`config.mk`:
```
export PLATFORM = sky130hd
export DESIGN_NAME = ascii_hex_frame_check_top
export DESIGN_NICKNAME = d
export VERILOG_FILES = /design/src/rtl/core/ahfc_pkg.sv /design/src/rtl/core/ascii_hex_frame_check_top.sv
export SDC_FILE = /design/constraint.sdc
export NUM_CORES = 1
export LEC_CHECK = 0
export BUFFER_PORTS_ARGS = -buffer_cell sky130_fd_sc_hd__buf_2
export CAP_MARGIN = 20
export CORE_UTILIZATION = 30
export CTS_CLUSTER_DIAMETER = 100
export CTS_CLUSTER_SIZE = 28
export DETAILED_ROUTE_END_ITERATION = 8
export SYNTH_ARGS = -nofsm -noshare
export SYNTH_HDL_FRONTEND = slang
export SYNTH_SLANG_ARGS = --single-unit
```
`constraint.sdc`:
```
create_clock -name clk -period 3.4 [get_ports clk]
set_input_delay 0.34 -clock clk [delete_from_list [all_inputs] [get_ports clk]]
set_output_delay 0.34 -clock clk [all_outputs]
set_load 0.02 [all_outputs]
```
`src/rtl/core/ahfc_pkg.sv`:
```
// Shared types, codes and check functions of the ASCII hex frame check.
// No dependencies.
`default_nettype none

package ahfc_pkg;

	localparam logic [1:0] KIND_PAYLOAD = 2'd0;
	localparam logic [1:0] KIND_CHECK   = 2'd1;
	localparam logic [1:0] KIND_VERDICT = 2'd2;

	localparam logic [1:0] VERDICT_MATCH    = 2'd0;
	localparam logic [1:0] VERDICT_MISMATCH = 2'd1;
	localparam logic [1:0] VERDICT_SHORT    = 2'd2;

	localparam logic CFG_ALGORITHM = 1'b0;
	localparam logic CFG_MODE      = 1'b1;

	localparam logic [7:0] CRC_POLY     = 8'h8C;
	localparam logic [7:0] CHAR_ZERO    = 8'h30;
	localparam logic [7:0] CHAR_NINE    = 8'h39;
	localparam logic [7:0] CHAR_UPPER_A = 8'h41;
	localparam logic [7:0] CHAR_UPPER_F = 8'h46;
	localparam logic [7:0] ALPHA_BIAS   = CHAR_UPPER_A - 8'd10;
	localparam logic [3:0] NIBBLE_ALPHA = 4'hA;
	localparam logic [4:0] NIBBLE_BAD   = 5'h10;

	typedef struct packed {
		logic [7:0] out_byte;
		logic [1:0] item_kind;
		logic [1:0] verdict;
		logic       last;
	} result_t;

	function automatic logic [7:0] fold(input logic alg, input logic [7:0] acc,
			input logic [7:0] b);
		logic [7:0] c;
		c = acc ^ b;
		if (!alg)
			return acc + b;
		for (int i = 0; i < 8; i++)
			c = c[0] ? ((c >> 1) ^ CRC_POLY) : (c >> 1);
		return c;
	endfunction

	function automatic logic [7:0] nibble_char(input logic [3:0] n);
		return (n >= NIBBLE_ALPHA) ? ({4'h0, n} + ALPHA_BIAS) : ({4'h0, n} + CHAR_ZERO);
	endfunction

	function automatic logic [4:0] char_nibble(input logic [7:0] c);
		logic [7:0] d;
		d = 8'h00;
		if (c >= CHAR_UPPER_A && c <= CHAR_UPPER_F) begin
			d = c - ALPHA_BIAS;
			return {1'b0, d[3:0]};
		end
		if (c >= CHAR_ZERO && c <= CHAR_NINE) begin
			d = c - CHAR_ZERO;
			return {1'b0, d[3:0]};
		end
		return NIBBLE_BAD;
	endfunction

endpackage

`default_nettype wire

```
`src/rtl/core/ascii_hex_frame_check_top.sv`:
```
// ASCII hex frame check: sum or CRC-8 check, generate or verify, on a byte stream.
// Depends on ahfc_pkg.
// Path: input register, then result register; in_stall holds an item in the first.
// Throughput: one item per cycle unless stalled; its results leave one by one.
// Reset: asynchronous, clears config, message state and both stages' valid flags.
`default_nettype none

module ascii_hex_frame_check_top import ahfc_pkg::*; (
	input  wire logic       clk,
	input  wire logic       arst_n,
	input  wire logic       cfg_we,
	input  wire logic       cfg_index,
	input  wire logic       cfg_data,
	input  wire logic       in_valid,
	output logic            in_stall,
	input  wire logic [7:0] data_byte,
	input  wire logic       end_of_message,
	output logic            out_valid,
	input  wire logic       out_stall,
	output logic [7:0]      out_byte,
	output logic [1:0]      item_kind,
	output logic [1:0]      verdict,
	output logic            last_of_run
);

	localparam logic [1:0] HELD_FULL = 2'd2;

	logic       alg_q;
	logic       mode_q;
	logic [7:0] acc_q;
	logic [7:0] h0_q;
	logic [7:0] h1_q;
	logic [1:0] hc_q;

	logic       valid_s1;
	logic [7:0] data_s1;
	logic       end_s1;

	result_t    res_q [3];
	logic [1:0] rem_q;

	logic       out_take;
	logic       buf_free;
	logic       s1_move;

	result_t    new_res [3];
	logic [1:0] new_cnt;
	logic [7:0] acc_d;
	logic [7:0] h0_d;
	logic [7:0] h1_d;
	logic [1:0] hc_d;
	logic [7:0] folded_b;
	logic [7:0] folded_h;
	logic [7:0] inv_b;
	logic [4:0] lo_n;
	logic [4:0] hi_n;
	logic       match;

	assign out_valid = (rem_q != 2'd0);
	assign out_take  = out_valid && !out_stall;
	assign buf_free  = (rem_q == 2'd0) || (out_take && rem_q == 2'd1);
	assign s1_move   = valid_s1 && buf_free;
	assign in_stall  = valid_s1 && !buf_free;

	assign out_byte    = res_q[0].out_byte;
	assign item_kind   = res_q[0].item_kind;
	assign verdict     = res_q[0].verdict;
	assign last_of_run = res_q[0].last;

	always_comb begin
		folded_b = fold(alg_q, acc_q, data_s1);
		folded_h = fold(alg_q, acc_q, h0_q);
		inv_b    = ~folded_b;
		lo_n     = char_nibble(h1_q);
		hi_n     = char_nibble(data_s1);
		match    = !lo_n[4] && !hi_n[4] && ({hi_n[3:0], lo_n[3:0]} == ~folded_h);
		acc_d    = acc_q;
		h0_d     = h0_q;
		h1_d     = h1_q;
		hc_d     = hc_q;
		new_cnt  = 2'd0;
		for (int k = 0; k < 3; k++)
			new_res[k] = '0;
		if (!mode_q) begin
			acc_d      = folded_b;
			new_res[0] = '{data_s1, KIND_PAYLOAD, VERDICT_MATCH, 1'b0};
			new_cnt    = 2'd1;
			if (end_s1) begin
				new_res[1] = '{nibble_char(inv_b[3:0]), KIND_CHECK, VERDICT_MATCH, 1'b0};
				new_res[2] = '{nibble_char(inv_b[7:4]), KIND_CHECK, VERDICT_MATCH, 1'b1};
				new_cnt    = 2'd3;
				acc_d      = '0;
				h0_d       = '0;
				h1_d       = '0;
				hc_d       = '0;
			end
		end else if (!end_s1) begin
			if (hc_q < HELD_FULL) begin
				if (hc_q[0])
					h1_d = data_s1;
				else
					h0_d = data_s1;
				hc_d = hc_q + 2'd1;
			end else begin
				acc_d      = folded_h;
				new_res[0] = '{h0_q, KIND_PAYLOAD, VERDICT_MATCH, 1'b0};
				new_cnt    = 2'd1;
				h0_d       = h1_q;
				h1_d       = data_s1;
			end
		end else begin
			if (hc_q < HELD_FULL) begin
				new_res[0] = '{8'h00, KIND_VERDICT, VERDICT_SHORT, 1'b1};
				new_cnt    = 2'd1;
			end else begin
				new_res[0] = '{h0_q, KIND_PAYLOAD, VERDICT_MATCH, 1'b0};
				new_res[1] = '{8'h00, KIND_VERDICT,
					match ? VERDICT_MATCH : VERDICT_MISMATCH, 1'b1};
				new_cnt    = 2'd2;
			end
			acc_d = '0;
			h0_d  = '0;
			h1_d  = '0;
			hc_d  = '0;
		end
	end

	always_ff @(posedge clk or negedge arst_n) begin
		if (!arst_n) begin
			alg_q  <= 1'b0;
			mode_q <= 1'b0;
			acc_q  <= '0;
			h0_q   <= '0;
			h1_q   <= '0;
			hc_q   <= '0;
		end else if (cfg_we) begin
			unique case (cfg_index)
				CFG_ALGORITHM: alg_q  <= cfg_data;
				CFG_MODE:      mode_q <= cfg_data;
				default:       mode_q <= mode_q;
			endcase
			acc_q <= '0;
			h0_q  <= '0;
			h1_q  <= '0;
			hc_q  <= '0;
		end else if (s1_move) begin
			acc_q <= acc_d;
			h0_q  <= h0_d;
			h1_q  <= h1_d;
			hc_q  <= hc_d;
		end
	end

	always_ff @(posedge clk or negedge arst_n) begin
		if (!arst_n) begin
			valid_s1 <= 1'b0;
			rem_q    <= '0;
		end else begin
			if (in_valid && !in_stall)
				valid_s1 <= 1'b1;
			else if (s1_move)
				valid_s1 <= 1'b0;
			if (s1_move)
				rem_q <= new_cnt;
			else if (out_take)
				rem_q <= rem_q - 2'd1;
		end
	end

	always_ff @(posedge clk) begin
		if (in_valid && !in_stall) begin
			data_s1 <= data_byte;
			end_s1  <= end_of_message;
		end
		if (s1_move) begin
			res_q[0] <= new_res[0];
			res_q[1] <= new_res[1];
			res_q[2] <= new_res[2];
		end else if (out_take) begin
			res_q[0] <= res_q[1];
			res_q[1] <= res_q[2];
		end
	end

endmodule

`default_nettype wire

```
* Yosys cells after proc, flatten, opt, wreduce, memory -nomap -nowiden
Memories as Yosys holds them, arrays and structs flattened. Index checks and enable logic that the tools add are counted.
Cells by class: $add $sub $neg 12, magnitude comparators 11, eq/ne operators 5, mux-type cells 84, bitwise logic cells 23, reductions and logical operators 30
Operators by type and width (number):
- two-way mux 8 bit | 37
- two-way mux 13 bit | 6
- two-way mux 5 bit | 10
- inverter 2 -> 3 bit | 16
- adder 4 x 6 -> 7 bit, second input constant | 4
- two-way mux 26 bit | 1
- two-way mux 25 bit | 1
- two-way mux 2 bit | 12
- adder 8 bit | 2
- >= comparator 8 x 6 -> 1 bit, second input constant | 2
- >= comparator 8 x 7 -> 1 bit, second input constant | 2
- less-or-equal comparator 8 x 6 -> 1 bit, second input constant | 2
- less-or-equal comparator 8 x 7 -> 1 bit, second input constant | 2
- inverter 8 bit | 2
- XOR 8 bit | 2
- two-way mux 1 bit | 15
- two-way mux 7 bit | 2
- != test 4 bit, second input constant | 3
- logical AND 1 bit | 11
- AND reduction 3 bit | 3
- equality test 8 bit | 1
- >= comparator 4 bit, second input constant | 2
- nonzero test 2 bit | 4
- subtractor 4 x 1 -> 4 bit, second input constant | 2
- other kinds (12) | 21
Storage, ports and cells: register bits after elaboration 40, bits in writable memories 39, input port bits 16, output and inout bits 15, logic and storage cells 176, memories 1
Memories:
- res_q | depth 3, width 13, read ports 3, clocked after Yosys merged registers in 0, write ports 3, RTL line ascii_hex_frame_check_top.sv:39 | result_t res_q [3];

* Logic depth before layout (Yosys ltp)
depth in word-level cells 26, mapped depth 11, depth with buffers taken out 11

* Worst setup path after synthesis
OpenSTA, ideal clock, no wires.
kind reg2reg, start register data_s1[1], end memory res_q[1][7] (netlist bit) (data pin), setup time 0.143 ns, data arrival time 2.574 ns, data required time 3.257 ns, setup slack 0.683 ns, stages on the path, launching flop included 11, buffers on the path 0, clock period less this slack 2.717 ns, cell sequence edfxtp_1 > ha_1 > a21o_1 > a21oi_2 > nor2_1 > o41ai_2 > xor2_1 > ha_1 > nor2_1 > or3_1 > a21oi_2
RTL lines:
- from (decl) | RTL line ascii_hex_frame_check_top.sv:36 | logic [7:0] data_s1;
- from (signal assigned) | RTL line ascii_hex_frame_check_top.sv:172 | data_s1 <= data_byte;
- to (decl) | RTL line ascii_hex_frame_check_top.sv:39

==> flow_summary_export.csv <==
group,metric,value,unit
final_layout,n_antenna_cell,0,
power,leakagePower,2.41,nW
synthesis,synth-seq-cells,72,
timing,worst_pin_slew,1.03,ns
cts,clock-sinks,72,
timing,hold_violations,0,
setup_path,critPathKind,"reg -> reg",
synthesis,synthCells,509,
die,initial_utilization,30.6,%
setup_path,cp-start-kind,"flop",
cts,hold_buffers,0,
synthesis,netlist.area_leader.share,24.4,%
placed_design,portBuffers,30,
synthesis,synth_area,5050,µm²
synthesis,synth_top_cell_by_area,"edfxtp_1",
timing,rsz0062_at_grt,"no",
synthesis,async_flop_share,43.1,%
power,ir_drop,0.347,mV
global_routing,grt_max_degree,32,
job,cap_violations,0,
global_routing,grt_usage,14.9,%
global_routing,grt_pass1_wl,20100,µm
timing,finalMaxSlewViolations,0,
die,core_area,16500,µm²
power,switchingPower,2.63,mW
setup_path,endpoint_kind,"flop",
cts,cts_tree,"built",
synthesis,synth.area.top_cells,"edfxtp_1 24%, dfrtp_1 15%, ha_1 7.7%",
final_layout,postLayoutCoreUtil,34.3,%
final_layout,fin_nets,577,
routing,drc_errors,0,
die,die_y,132,µm
synthesis,synth_warnings,0,
routing,num_vias,3777,
setup_path,cp_cell_sequence,"ha_1, fa_1, a21oi_1, o21bai_1, o21a_1, xnor2_1, inv_1, ha_1, o31ai_1, xnor2_1, nor2_1",
final_layout,area_growth,12.4,%
synthesis,netlist_top_cells_count,"53 x nand2_1, 41 x edfxtp_1",
setup_path,cp.arrival,3.25,ns
final_layout,fillers,1693,
setup_path,worst-path-buf-inv,1,
routing,vias_per_cell,5.02,
timing,finalSetupTns,0,ns
power,power_density,1040,nW/µm²
routing,wl,12300,µm
routing,firstDrtPassIters,5,
synthesis,yosysSeqAreaShare,39.8,%
routing,drt_iter0_drc,237,
min_path,hp-class,"in -> async",
timing,fmax,0.315,GHz
timing,slew_headroom,31.2,%
cts,clk_latency,0.35,ns
power,combPwrFrac,59.0,%
synthesis,avgSynthCellArea,9.92,µm²
placed_design,post_dp_cell_area,5380,µm²
placed_design,hpwl,9370,µm
timing,layout_min_cycle_time,3.17,ns
timing,finClkSkew,0.00817,ns
setup_path,critical-path-top-delay-family,"adder cells",
cts,cts_buffer_depth,2,
die,die_x,132,µm
synthesis,synthFlopType,"edfxtp_1",
global_routing,overflow,0,
die,core.rowCount,47,
timing,post-route-period-util,93.3,%
cts,cts-root-buf,"clkbuf_16",
power,p_int,3.28,mW
routing,wire_per_inst,16.4,µm
power,power_frac_clock,14.7,%
die,ioPinCount,31,
power,seqPwrFrac,26.3,%
outcome,status,"finished, final reports clean",
die,dieArea,17400,µm²
placed_design,routabilityCongestion,0.926,
global_routing,antenna_found_initial,0,
power,swShare,44.5,%
synthesis,synth_edf_count,41,
setup_path,crit_slowest_cell,"edfxtp_1",
setup_path,required,3.48,ns
cts,htree_num_levels,3,
global_routing,grt_pass1_vias,3811,
setup_path,cp_slowest_stage_delay,0.49,ns
setup_path,path_max_fanout,5,
synthesis,yosysMostFrequentCell,"nand2_1",
final_layout,finalInstanceArea,5670,µm²
cts,numCtsBuffers,9,
final_layout,final_layout_size_suffix_gt1_share,18.0,%
routing,ant_nets,0,
synthesis,synth_cell_type_count,75,
timing,finalSetupViolCount,0,
cts,clkTransAtPathRegs,0.06,ns
synthesis,synth_nets,558,
==> power by group through the flow <==
| stage | registers, mW | clock network (mW) | logic [mW] |
|---|---|---|---|
| after floorplan | 1.48 | 0 | 2.76 |
| after global placement | 1.56 | 0 | 3.41 |
| after detailed placement | 1.57 | 0 | 3.46 |
| after CTS | 1.56 | 0.883 | 3.49 |
| after global routing | 1.60 | 0.915 | 3.86 |
| final | 1.56 | 0.868 | 3.49 |
==> path summary, 6_finish.rpt <==
kind	from	to	slack (ns)	cells after the start
max	data_s1[0]	res_q[1][5]	0.23	11
min	arst_n	h1_q[0]	0.05	1
max reg2reg	data_s1[0]	res_q[1][5]	0.23	11
min reg2reg	res_q[0][17]	res_q[0][4]	0.52	1
max in group asynchronous	arst_n	acc_q[0]	2.87	1
min in group clk	end_of_message	end_s1	0.16	1
==> state kept, by name, indices dropped and copies added (netlist names) <==
name,flops
rem_q,2
h1_q,8
mode_q,1
acc_q,8
alg_q,1
end_s1,1
hc_q,2
data_s1,8
valid_s1,1
h0_q,8
res_q,32
==> cell usage in the layout, fill, tap and decap left out, types with 10 or more instances in the layout <==
cell type / synthesis / layout
nand3_1: 12 / 12
mux2i_1: 16 / 16
inv_1: 31 / 31
nand2_1: 53 / 53
ha_1: 31 / 31
buf_4: 12 / 19
a22o_1: 10 / 10
nor2_1: 20 / 20
edfxtp_1: 41 / 41
a21oi_1: 27 / 27
dfrtp_1: 31 / 31
xor2_1: 13 / 12
xnor2_1: 29 / 29
o21ai_0: 31 / 31
buf_2: 7 / 30
==> routing by layer <==
| metal | wire length (µm) | GRT usage [%] | vias to the layer above |
|---|---|---|---|
| met5 | 0 | 0 | - |
| met1 | 5850 | 20.2 | 1816 |
| met4 | 376 | 6.91 | 0 |
| li1 | - | - | 1827 |
| met2 | 5480 | 23.1 | 106 |
| met3 | 623 | 2.85 | 28 |
==> layout make-up <==
cell class	count	area [µm²]	area share, %
Timing Repair Buffer	49	293	5.16
Inverter	33	124	2.18
Multi-Input combinational cell	363	2710	47.7
Tap cell	220	275	4.85
Clock inverter	5	33.8	0.596
Clock buffer	11	233	4.10
Sequential cell	72	2010	35.4
==> through the flow <==
step | worst slack (ns) | std cells | power (mW) | hold WS, ns
after CTS | 0.141 | 750 | 5.93 | 0.0840
after global routing | 0.0494 | 753 | 6.37 | 0.107
after global placement | 0.209 | 734 | 4.96 | 0.441
final | 0.227 | 753 | 5.92 | 0.0543
after floorplan | 0.683 | 509 | 4.25 | 0.0444
after detailed placement | 0.159 | 734 | 5.04 | 0.456
==> cells by family after synthesis <==
| group | count (synthesis) | share of synthesized area [%] |
|---|---|---|
| and+or+nand+nor | 132 | 13.1 |
| muxes | 25 | 5.18 |
| AOI/OAI and AO/OA | 125 | 17.0 |
| xor gates and xnor gates | 48 | 9.59 |
| DFF | 72 | 39.8 |
| buffers and inverters | 74 | 6.89 |
| adders and majority gates | 33 | 8.48 |
==> timing repair <==
| item | 4_1_cts | 5_1_grt |
|---|---|---|
| endpoints found under the setup margin | 0 | 4 |
| gates resized for setup | 0 | 1 |
| buffers inserted | 0 | 3 |
No activity file was read; power rests on OpenSTA's default activity.
